**src/design/b2da_pkg.sv**
```systemverilog
`timescale 1ns / 1ps
// ---------------------------------------------------------------------------
// b2da_pkg
// Shared widths, constants and controller/datapath command types for the
// binary to decimal ascii converter.
// ---------------------------------------------------------------------------
package b2da_pkg;

  // field widths
  localparam int unsigned VALUE_W    = 16;
  localparam int unsigned CHAR_W     = 6;
  localparam int unsigned NUM_DIGITS = 5;
  localparam int unsigned DIGIT_W    = 4;
  localparam int unsigned BCD_W      = NUM_DIGITS * DIGIT_W;
  localparam int unsigned POS_W      = 3;
  localparam int unsigned ITER_W     = 4;

  // one shift-add-3 step per input bit
  localparam logic [ITER_W-1:0] LAST_ITER = ITER_W'(VALUE_W - 1);

  // ascii '0' is 6'b110000, so a digit char is the digit under these two bits
  localparam logic [CHAR_W-DIGIT_W-1:0] ASCII_ZERO_HI = 2'b11;

  // bcd digit correction threshold and offset
  localparam logic [DIGIT_W-1:0] DD_THRESH = 4'd5;
  localparam logic [DIGIT_W-1:0] DD_ADD    = 4'd3;

  // controller to datapath commands
  typedef struct packed {
    logic load;
    logic shift;
    logic set_pos;
    logic dec_pos;
  } dp_cmd_t;

  // datapath to controller status
  typedef struct packed {
    logic pos_zero;
  } dp_stat_t;

endpackage

```
**src/design/b2da_if.sv**
```systemverilog
`timescale 1ns / 1ps
// ---------------------------------------------------------------------------
// b2da_if
// Valid/ready channels: input value channel and output character channel.
// ---------------------------------------------------------------------------
interface b2da_in_if;
  logic                            valid;
  logic                            ready;
  logic [b2da_pkg::VALUE_W-1:0]    value;

  modport source (output valid, output value, input ready);
  modport sink   (input valid, input value, output ready);
endinterface

interface b2da_out_if;
  logic                            valid;
  logic                            ready;
  logic [b2da_pkg::CHAR_W-1:0]     digit_char;
  logic                            last;

  modport source (output valid, output digit_char, output last, input ready);
  modport sink   (input valid, input digit_char, input last, output ready);
endinterface

```
**src/design/b2da_datapath.sv**
```systemverilog
`timescale 1ns / 1ps
// ---------------------------------------------------------------------------
// b2da_datapath
// Double-dabble shift register, digit pointer and character formatting.
// ---------------------------------------------------------------------------
module b2da_datapath (
  input  logic                           clk,
  input  logic                           rst_n,
  input  b2da_pkg::dp_cmd_t              cmd,
  input  logic [b2da_pkg::VALUE_W-1:0]   value,
  output b2da_pkg::dp_stat_t             stat,
  output logic [b2da_pkg::CHAR_W-1:0]    digit_char,
  output logic                           last
);
  import b2da_pkg::*;

  logic [VALUE_W-1:0] bin_r, bin_nxt;
  logic [BCD_W-1:0]   bcd_r, bcd_nxt;
  logic [POS_W-1:0]   pos_r, pos_nxt;
  logic [BCD_W-1:0]   bcd_adj;
  logic [POS_W-1:0]   top_pos;
  logic               found;
  logic [DIGIT_W-1:0] cur_digit;

  // add 3 to every digit of 5 or more before the shift
  always_comb begin
    for (int d = 0; d < NUM_DIGITS; d++) begin
      if (bcd_r[d*DIGIT_W +: DIGIT_W] >= DD_THRESH) begin
        bcd_adj[d*DIGIT_W +: DIGIT_W] = bcd_r[d*DIGIT_W +: DIGIT_W] + DD_ADD;
      end else begin
        bcd_adj[d*DIGIT_W +: DIGIT_W] = bcd_r[d*DIGIT_W +: DIGIT_W];
      end
    end
  end

  // highest nonzero digit, never below the units digit
  always_comb begin
    top_pos = '0;
    found   = 1'b0;
    for (int d = NUM_DIGITS - 1; d > 0; d--) begin
      if (!found && (bcd_r[d*DIGIT_W +: DIGIT_W] != '0)) begin
        top_pos = POS_W'(d);
        found   = 1'b1;
      end
    end
  end

  // next-state of the shift register and pointer
  always_comb begin
    bin_nxt = bin_r;
    bcd_nxt = bcd_r;
    pos_nxt = pos_r;
    if (cmd.load) begin
      bin_nxt = value;
      bcd_nxt = '0;
    end else if (cmd.shift) begin
      bin_nxt = {bin_r[VALUE_W-2:0], 1'b0};
      bcd_nxt = {bcd_adj[BCD_W-2:0], bin_r[VALUE_W-1]};
    end
    if (cmd.set_pos) begin
      pos_nxt = top_pos;
    end else if (cmd.dec_pos) begin
      pos_nxt = pos_r - 1'b1;
    end
  end

  always_ff @(posedge clk) begin
    if (!rst_n) begin
      bin_r <= '0;
      bcd_r <= '0;
      pos_r <= '0;
    end else begin
      bin_r <= bin_nxt;
      bcd_r <= bcd_nxt;
      pos_r <= pos_nxt;
    end
  end

  // character at the pointer
  assign cur_digit     = bcd_r[pos_r*DIGIT_W +: DIGIT_W];
  assign digit_char    = {ASCII_ZERO_HI, cur_digit};
  assign last          = (pos_r == '0);
  assign stat.pos_zero = (pos_r == '0);

endmodule

```
**src/design/b2da_ctrl.sv**
```systemverilog
`timescale 1ns / 1ps
// ---------------------------------------------------------------------------
// b2da_ctrl
// Sequencer: accept a value, run the conversion steps, send the digits.
// ---------------------------------------------------------------------------
module b2da_ctrl (
  input  logic               clk,
  input  logic               rst_n,
  input  logic               in_valid,
  output logic               in_ready,
  output logic               out_valid,
  input  logic               out_ready,
  input  b2da_pkg::dp_stat_t stat,
  output b2da_pkg::dp_cmd_t  cmd
);
  import b2da_pkg::*;

  localparam logic [1:0] S_IDLE = 2'd0;
  localparam logic [1:0] S_CONV = 2'd1;
  localparam logic [1:0] S_POS  = 2'd2;
  localparam logic [1:0] S_SEND = 2'd3;

  logic [1:0]        state_r, state_nxt;
  logic [ITER_W-1:0] cnt_r, cnt_nxt;

  // handshakes follow the state
  assign in_ready  = (state_r == S_IDLE);
  assign out_valid = (state_r == S_SEND);

  // datapath commands
  always_comb begin
    cmd.load    = in_valid && in_ready;
    cmd.shift   = (state_r == S_CONV);
    cmd.set_pos = (state_r == S_POS);
    cmd.dec_pos = out_valid && out_ready && !stat.pos_zero;
  end

  // state transitions
  always_comb begin
    state_nxt = state_r;
    cnt_nxt   = cnt_r;
    case (state_r)
      S_IDLE: begin
        cnt_nxt = '0;
        if (in_valid) begin
          state_nxt = S_CONV;
        end
      end
      S_CONV: begin
        cnt_nxt = cnt_r + 1'b1;
        if (cnt_r == LAST_ITER) begin
          state_nxt = S_POS;
        end
      end
      S_POS: begin
        state_nxt = S_SEND;
      end
      S_SEND: begin
        if (out_ready && stat.pos_zero) begin
          state_nxt = S_IDLE;
        end
      end
      default: begin
        state_nxt = S_IDLE;
      end
    endcase
  end

  always_ff @(posedge clk) begin
    if (!rst_n) begin
      state_r <= S_IDLE;
      cnt_r   <= '0;
    end else begin
      state_r <= state_nxt;
      cnt_r   <= cnt_nxt;
    end
  end

endmodule

```
**src/design/binary_to_decimal_ascii_core.sv**
```systemverilog
`timescale 1ns / 1ps
// ---------------------------------------------------------------------------
// binary_to_decimal_ascii_core
// Unsigned 16-bit value to decimal ASCII digits, most significant first.
// ---------------------------------------------------------------------------
// Each accepted item is a 16-bit unsigned value; the block answers with one
// to five items, each an ASCII digit '0'..'9' (6 bits) with last set on the
// units digit. Leading zeros are dropped, zero gives a single '0'. The value
// goes through a 16-step shift-add-3 (double dabble) loop, one step a cycle,
// then the S_POS state picks the first nonzero digit, and the digits go out
// one per cycle while out_ch.ready is high. One value is converted at a
// time, so the next value is accepted only after the last digit is sent.
module binary_to_decimal_ascii_core (
  input  logic       clk,
  input  logic       rst_n,
  b2da_in_if.sink    in_ch,
  b2da_out_if.source out_ch
);
  import b2da_pkg::*;

  dp_cmd_t  cmd;
  dp_stat_t stat;

  // sequencer
  b2da_ctrl u_ctrl (
    .clk       (clk),
    .rst_n     (rst_n),
    .in_valid  (in_ch.valid),
    .in_ready  (in_ch.ready),
    .out_valid (out_ch.valid),
    .out_ready (out_ch.ready),
    .stat      (stat),
    .cmd       (cmd)
  );

  // conversion datapath
  b2da_datapath u_datapath (
    .clk        (clk),
    .rst_n      (rst_n),
    .cmd        (cmd),
    .value      (in_ch.value),
    .stat       (stat),
    .digit_char (out_ch.digit_char),
    .last       (out_ch.last)
  );

endmodule
```
**src/flat_wrapper.sv**
```systemverilog
// flat-port wrapper written by rule: the top's interface ports become plain ports
module binary_to_decimal_ascii_core_flat import b2da_pkg::*;
  (clk, rst_n, in_ch_valid, in_ch_value, in_ch_ready, out_ch_valid, out_ch_digit_char, out_ch_last, out_ch_ready);
  b2da_in_if in_ch_i ();
  b2da_out_if out_ch_i ();
  input  logic clk;
  input  logic rst_n;
  input wire logic [$bits(in_ch_i.valid)-1:0] in_ch_valid;
  input wire logic [$bits(in_ch_i.value)-1:0] in_ch_value;
  output wire logic [$bits(in_ch_i.ready)-1:0] in_ch_ready;
  output wire logic [$bits(out_ch_i.valid)-1:0] out_ch_valid;
  output wire logic [$bits(out_ch_i.digit_char)-1:0] out_ch_digit_char;
  output wire logic [$bits(out_ch_i.last)-1:0] out_ch_last;
  input wire logic [$bits(out_ch_i.ready)-1:0] out_ch_ready;
  assign in_ch_i.valid = in_ch_valid;
  assign in_ch_i.value = in_ch_value;
  assign in_ch_ready = in_ch_i.ready;
  assign out_ch_valid = out_ch_i.valid;
  assign out_ch_digit_char = out_ch_i.digit_char;
  assign out_ch_last = out_ch_i.last;
  assign out_ch_i.ready = out_ch_ready;
  binary_to_decimal_ascii_core u_core (.clk(clk), .rst_n(rst_n), .in_ch(in_ch_i), .out_ch(out_ch_i));
endmodule
```
**config.mk**
```make
export PLATFORM = sky130hd
export DESIGN_NAME = binary_to_decimal_ascii_core_flat
export DESIGN_NICKNAME = d
export VERILOG_FILES = /design/src/design/b2da_pkg.sv /design/src/design/b2da_if.sv /design/src/design/b2da_datapath.sv /design/src/design/b2da_ctrl.sv /design/src/design/binary_to_decimal_ascii_core.sv /design/src/flat_wrapper.sv
export SDC_FILE = /design/constraint.sdc
export NUM_CORES = 1
export LEC_CHECK = 0
export ABC_AREA = 1
export BUFFER_PORTS_ARGS = -buffer_cell sky130_fd_sc_hd__buf_4
export CORE_MARGIN = 3
export CORE_UTILIZATION = 40
export CTS_BUF_LIST = sky130_fd_sc_hd__clkbuf_8
export DETAILED_ROUTE_END_ITERATION = 10
export GPL_ROUTABILITY_DRIVEN = 0
export PLACE_DENSITY = 0.63
export SLEW_MARGIN = 10
export SYNTH_ARGS = -nofsm -noshare
export SYNTH_HDL_FRONTEND = slang
export SYNTH_HIERARCHICAL = 1
export SYNTH_SLANG_ARGS = --single-unit
```
**constraint.sdc**
```tcl
create_clock -name clk -period 1.48 [get_ports clk]
set_input_delay 0.074 -clock clk [delete_from_list [all_inputs] [get_ports clk]]
set_output_delay 0.074 -clock clk [all_outputs]
set_load 0.03 [all_outputs]
```
### Yosys cells after proc, flatten, opt, wreduce, memory -nomap -nowiden

Cells that the tools add are included.
Widths: inputs -> output; s select.

| word-level totals | value |
|---|---|
| register bits after elaboration | 45 |
| input bits | 20 |
| output and inout bits | 9 |
| logic and storage cells | 69 |

| operators by class | value |
|---|---|
| $add $sub $neg | 7 |
| order comparisons | 5 |
| equality and inequality tests | 7 |
| shift-type cells | 1 |
| multiplexer cells | 21 |
| bitwise operators | 1 |
| reduce and logical (&&, ||, !) cells | 22 |

Operators by type and width:

| cell | count |
|---|---|
| $mux 16 | 2 |
| $mux 3 | 7 |
| $ge 4x3->1 const B | 5 |
| $shiftx 20x6->4 | 1 |
| $add 4x2->4 const B | 4 |
| $mux 4 | 4 |
| $reduce_bool 4->1 | 4 |
| $pmux 2 s4 | 1 |
| $pmux 4 s2 | 1 |
| $logic_and 1x1->1 | 7 |
| $mux 2 | 3 |
| $reduce_bool 2->1 | 3 |
| $add 4x1->4 const B | 1 |
| $eq 2x2->1 const B | 2 |
| $eq 4x4->1 const B | 1 |
| $logic_not 1->1 | 4 |
| $ne 2x2->1 const B | 2 |
| $add 3x2->3 const B | 1 |
| $logic_not 3->1 | 1 |
| $mux 1 | 3 |
| $reduce_and 3->1 | 1 |
| $sub 3x1->3 const B | 1 |
| $eq 2x1->1 const B | 1 |
| $logic_not 2->1 | 1 |
| other kinds (3) | 3 |

### Longest topological paths before layout

| logic depth | value |
|---|---|
| depth in word-level cells | 12 |
| mapped depth | 12 |
| mapped depth without buffers | 11 |

### Cells and area by module

The synthesis kept the hierarchy.

By module, submodules not included:

| module | times used | cells each | area each (sq um) | seq. area each (sq um) |
|---|---|---|---|---|
| b2da_datapath | 1 | 334 | 2,294.7 | 780.7 |
| b2da_ctrl | 1 | 55 | 366.6 | 120.1 |

### Worst setup path before layout

OpenSTA, ideal clock, no wires.

| path | value |
|---|---|
| kind | flip-flop to flip-flop |
| start | register u_core.u_datapath.pos_r[1] |
| end | register u_core.u_datapath.pos_r[1] |
| setup time | 0.064 ns |
| data arrival time | 1.718 ns |
| required time | 1.416 ns |
| slack | -0.301 ns |
| stages on the path, launching flop included | 12 |
| path buffers | 1 |
| clock period less this slack | 1.781 ns |
| cell sequence | dfxtp_1 inv_1 ha_1 inv_1 nor2_1 buf_4 nor2_1 nor2_1 nand2_1 o21ai_0 a21oi_1 nor2_1 |

RTL lines:

| what | line | source |
|---|---|---|
| from (decl) | b2da_datapath.sv:19 | `logic [POS_W-1:0] pos_r, pos_nxt;` |
| from (signal assigned) | b2da_datapath.sv:75 | `pos_r <= pos_nxt;` |

### Final worst setup path

| path | value |
|---|---|
| start | register u_core.u_datapath.pos_r[1] |
| end | output out_ch_digit_char[1] |

| between the ends | value |
|---|---|
| longest elaborated chain between the ends | 1 |

RTL lines:

| what | line | source |
|---|---|---|
| $shiftx 20x6->4 | b2da_datapath.sv:80 | `assign cur_digit = bcd_r[pos_r*DIGIT_W +: DIGIT_W];` |
| to (decl) | flat_wrapper.sv:12 | `output wire logic [$bits(out_ch_i.digit_char)-1:0] out_ch_digit_char;` |

No other way between the ends.

==> metrics.md <==
| Metric | Value |
|---|---|
| Setup crit start kind | flip-flop |
| Register area share after synthesis | 33.9% |
| Area Growth Syn to Fin | 20.2% |
| Vias in the first global route | 2,429 |
| Most frequent cells in the layout | nand2_1 (96), nor2_1 (40), dfxtp_1 (39) |
| Layout Skew | 8.19 ps |
| Post-synth cell types | 29 |
| Cells after synthesis | 389 |
| DP HPWL | 4300 um |
| TritonCTS Sinks | 45 |
| Row count | 29 |
| Hold WC Path Type | in2reg |
| Clk buf depth | 2 |
| Worst EP required | 1410 ps |
| Die area | 7670 um2 |
| Clock slew at reported path FFs | 90 ps |
| Sw Share | 44.4% |
| Yosys Warn Count | 6 |
| Core area | 6390 um2 |
| Via count | 2,607 |
| Post-layout minimum cycle time | 1420 ps |
| Post-DRT Antenna Nets | 0 |
| Global-route wire length before repair | 10,500 um |
| Final period util | 95.9% |
| CP cell instances | inv_2, buf_6, a21oi_2, o21ai_1, nand2_1, nand2_1, o21ai_1, buf_4 |
| WP data arrival | 1340 ps |
| Final WS setup | 61.0 ps |
| DR iter-0 viols | 143 |
| # hold bufs at CTS | 0 |
| Share of power burned in registers | 33.3% |
| Setup Viol. Count Final | 0 |
| CTS Buf Count | 5 |
| Worst Hold Slack | 35.2 ps |
| Most common cell after layout, fill and taps aside | nand2_1 |
| GRT Util Overall | 16.7% |
| NetSw | 2.46 mW |
| Slowest CP cell | dfxtp_4 |
| Initial antenna violation count | 0 |
| Initial core utilization | 41.7% |
| Fraction of layout cells with a size suffix above 1 | 19.8% |
| Max_cap viols | 0 |
| GRT Residual Overflow | 0 |
| Pleak | 1.43 nW |
| Clk Latency, worst-skew pair | 300 ps |
| Combinational share of power | 53.0% |
| Mapped Area | 2660 um2 |
| Die Span Y | 87.6 um |
| DRT Pass-1 Iters | 4 |
| # nets final | 460 |
| RSZ-0062 raised after global routing | yes |
| Pre-CTS worst setup slack | 20.2 ps |
| Internal power | 3.09 mW |
| Status | complete, no violations |
| Layout Utilization | 50.1% |
| Htree depth | 2 |
| CP endpoint kind | output port |
| Vias/cell | 5.20 |
| I/O Buffers | 26 |
| Final hold violations | 0 |
| Yosys reg bits | 45 |
| Die width | 87.6 um |
| Largest fanout on the critical path | 6 |
| Post-Syn Area per Cell | 6.84 um2 |
| Final slew viol count | 0 |
| Detailed Route WL | 6010 um |
| Clock Root Buffer | clkbuf_8 |
| Pwr Density | 1740 nW/um2 |
| Wire per inst | 12.0 um |
| Largest net degree at the start of global routing | 22 |
| Clock power frac | 13.7% |
| Residual DRC | 0 |
| Max incr delay on CP | 350 ps |
| Crit Path Class | reg2out |
| Antenna cells | 0 |
| Maximum vdd drop | 1.11 mV |
| TritonCTS clock tree | done |
| Max frequency | 0.705 GHz |
| IO Pins | 29 |
[metrics by stage]
step	power, mW	area [um2]	instances	setup TNS (ps)
floorplan	3.85	2690	390	0
detailed placement	4.61	3010	490	0
CTS	5.42	3110	498	-7.58
global route	6.05	3200	501	-174
global placement	4.57	3010	490	0
finish	5.55	3200	501	0
[power by group through the flow]
stage          Sequential [mW]  Combinational, mW  Clock [mW]
2_1_floorplan             1.81               2.05           0
3_3_place_gp              1.86               2.71           0
3_5_place_dp              1.86               2.74           0
4_1_cts                   1.84               2.79       0.790
5_1_grt                   1.91               3.30       0.841
6_report                  1.85               2.94       0.762
[cell type report]
type                    instances  area, um2
multi-input cells             283       1550
inverters                      46        185
repair buffers                 42        368
flip-flops and latches         45        913
clock inverters                 3       18.8
fillers                       656       3190
clock buffers                   5       68.8
well taps                      77       96.3
[synth_stat cells, drive strengths merged]
master | count | area [um2]
conb | 1 | 3.75
o221ai | 14 | 123
nand2 | 97 | 372
inv | 46 | 178
ha | 17 | 213
xnor2 | 1 | 8.76
o211a | 1 | 10.0
o21ai | 26 | 130
a31oi | 3 | 18.8
nor3 | 15 | 75.1
xor2 | 1 | 8.76
a21oi | 29 | 149
nand3b | 3 | 22.5
nor2 | 45 | 188
nand3 | 26 | 130
buf | 15 | 103
a211oi | 1 | 12.5
or2 | 2 | 12.5
clkbuf | 1 | 3.75
dfxtp | 45 | 901
[repair_timing]
action                     4_1_cts  5_1_grt
pin swaps                        0        2
cloned                           0        0
resized for setup               16       25
setup endpoints to repair        5       30
buffers inserted                 1        3
[routing by layer]
metal	vias up	track usage (%)	part of all wire [%]
met3	7	3.39	4.2
li1	1344	-	-
met2	43	28.4	48
met5	-	0	0
met1	1213	21.3	47
met4	0	5.30	1.1
[final timing paths]
check | startpoint | endpoint | slack (ps) | cells after the start
max | u_core/u_datapath/pos_r[1] | out_ch_digit_char[1] | 60 | 8
min | in_ch_value[0] | u_core/u_datapath/bin_r[0] | 40 | 3
max reg2reg | u_core/u_datapath/pos_r[0] | u_core/u_datapath/pos_r[1] | 90 | 10
min reg2reg | u_core/u_datapath/bcd_r[17] | u_core/u_datapath/bcd_r[18] | 490 | 2
[kinds of logic after synthesis]
logic type	count (synthesis)	synth area share, %
flops	45	33.9
compound gates	74	16.6
fa+ha+maj	17	7.99
other cells	1	0.141
buf+inv	62	10.7
xor+xnor	2	0.658
simple gates	188	30.0
[state kept, by name, summed over array words and instances, names as in the netlist]
signal                   flops
u_core/u_datapath/bin_r     16
u_core/u_ctrl/state_r        2
u_core/u_datapath/pos_r      3
u_core/u_ctrl/cnt_r          4
u_core/u_datapath/bcd_r     20
[worst max-delay path: cells and delay by family, from the launching register on]
| kind | cells | cell delay (ps) |
|---|---|---|
| AO/OA/AOI/OAI | 3 | 250 |
| buffers and inverters | 3 | 340 |
| flip-flops | 1 | 350 |
| AND/OR/NAND/NOR | 2 | 110 |
Note: power is estimated with default switching activity, not from simulation.
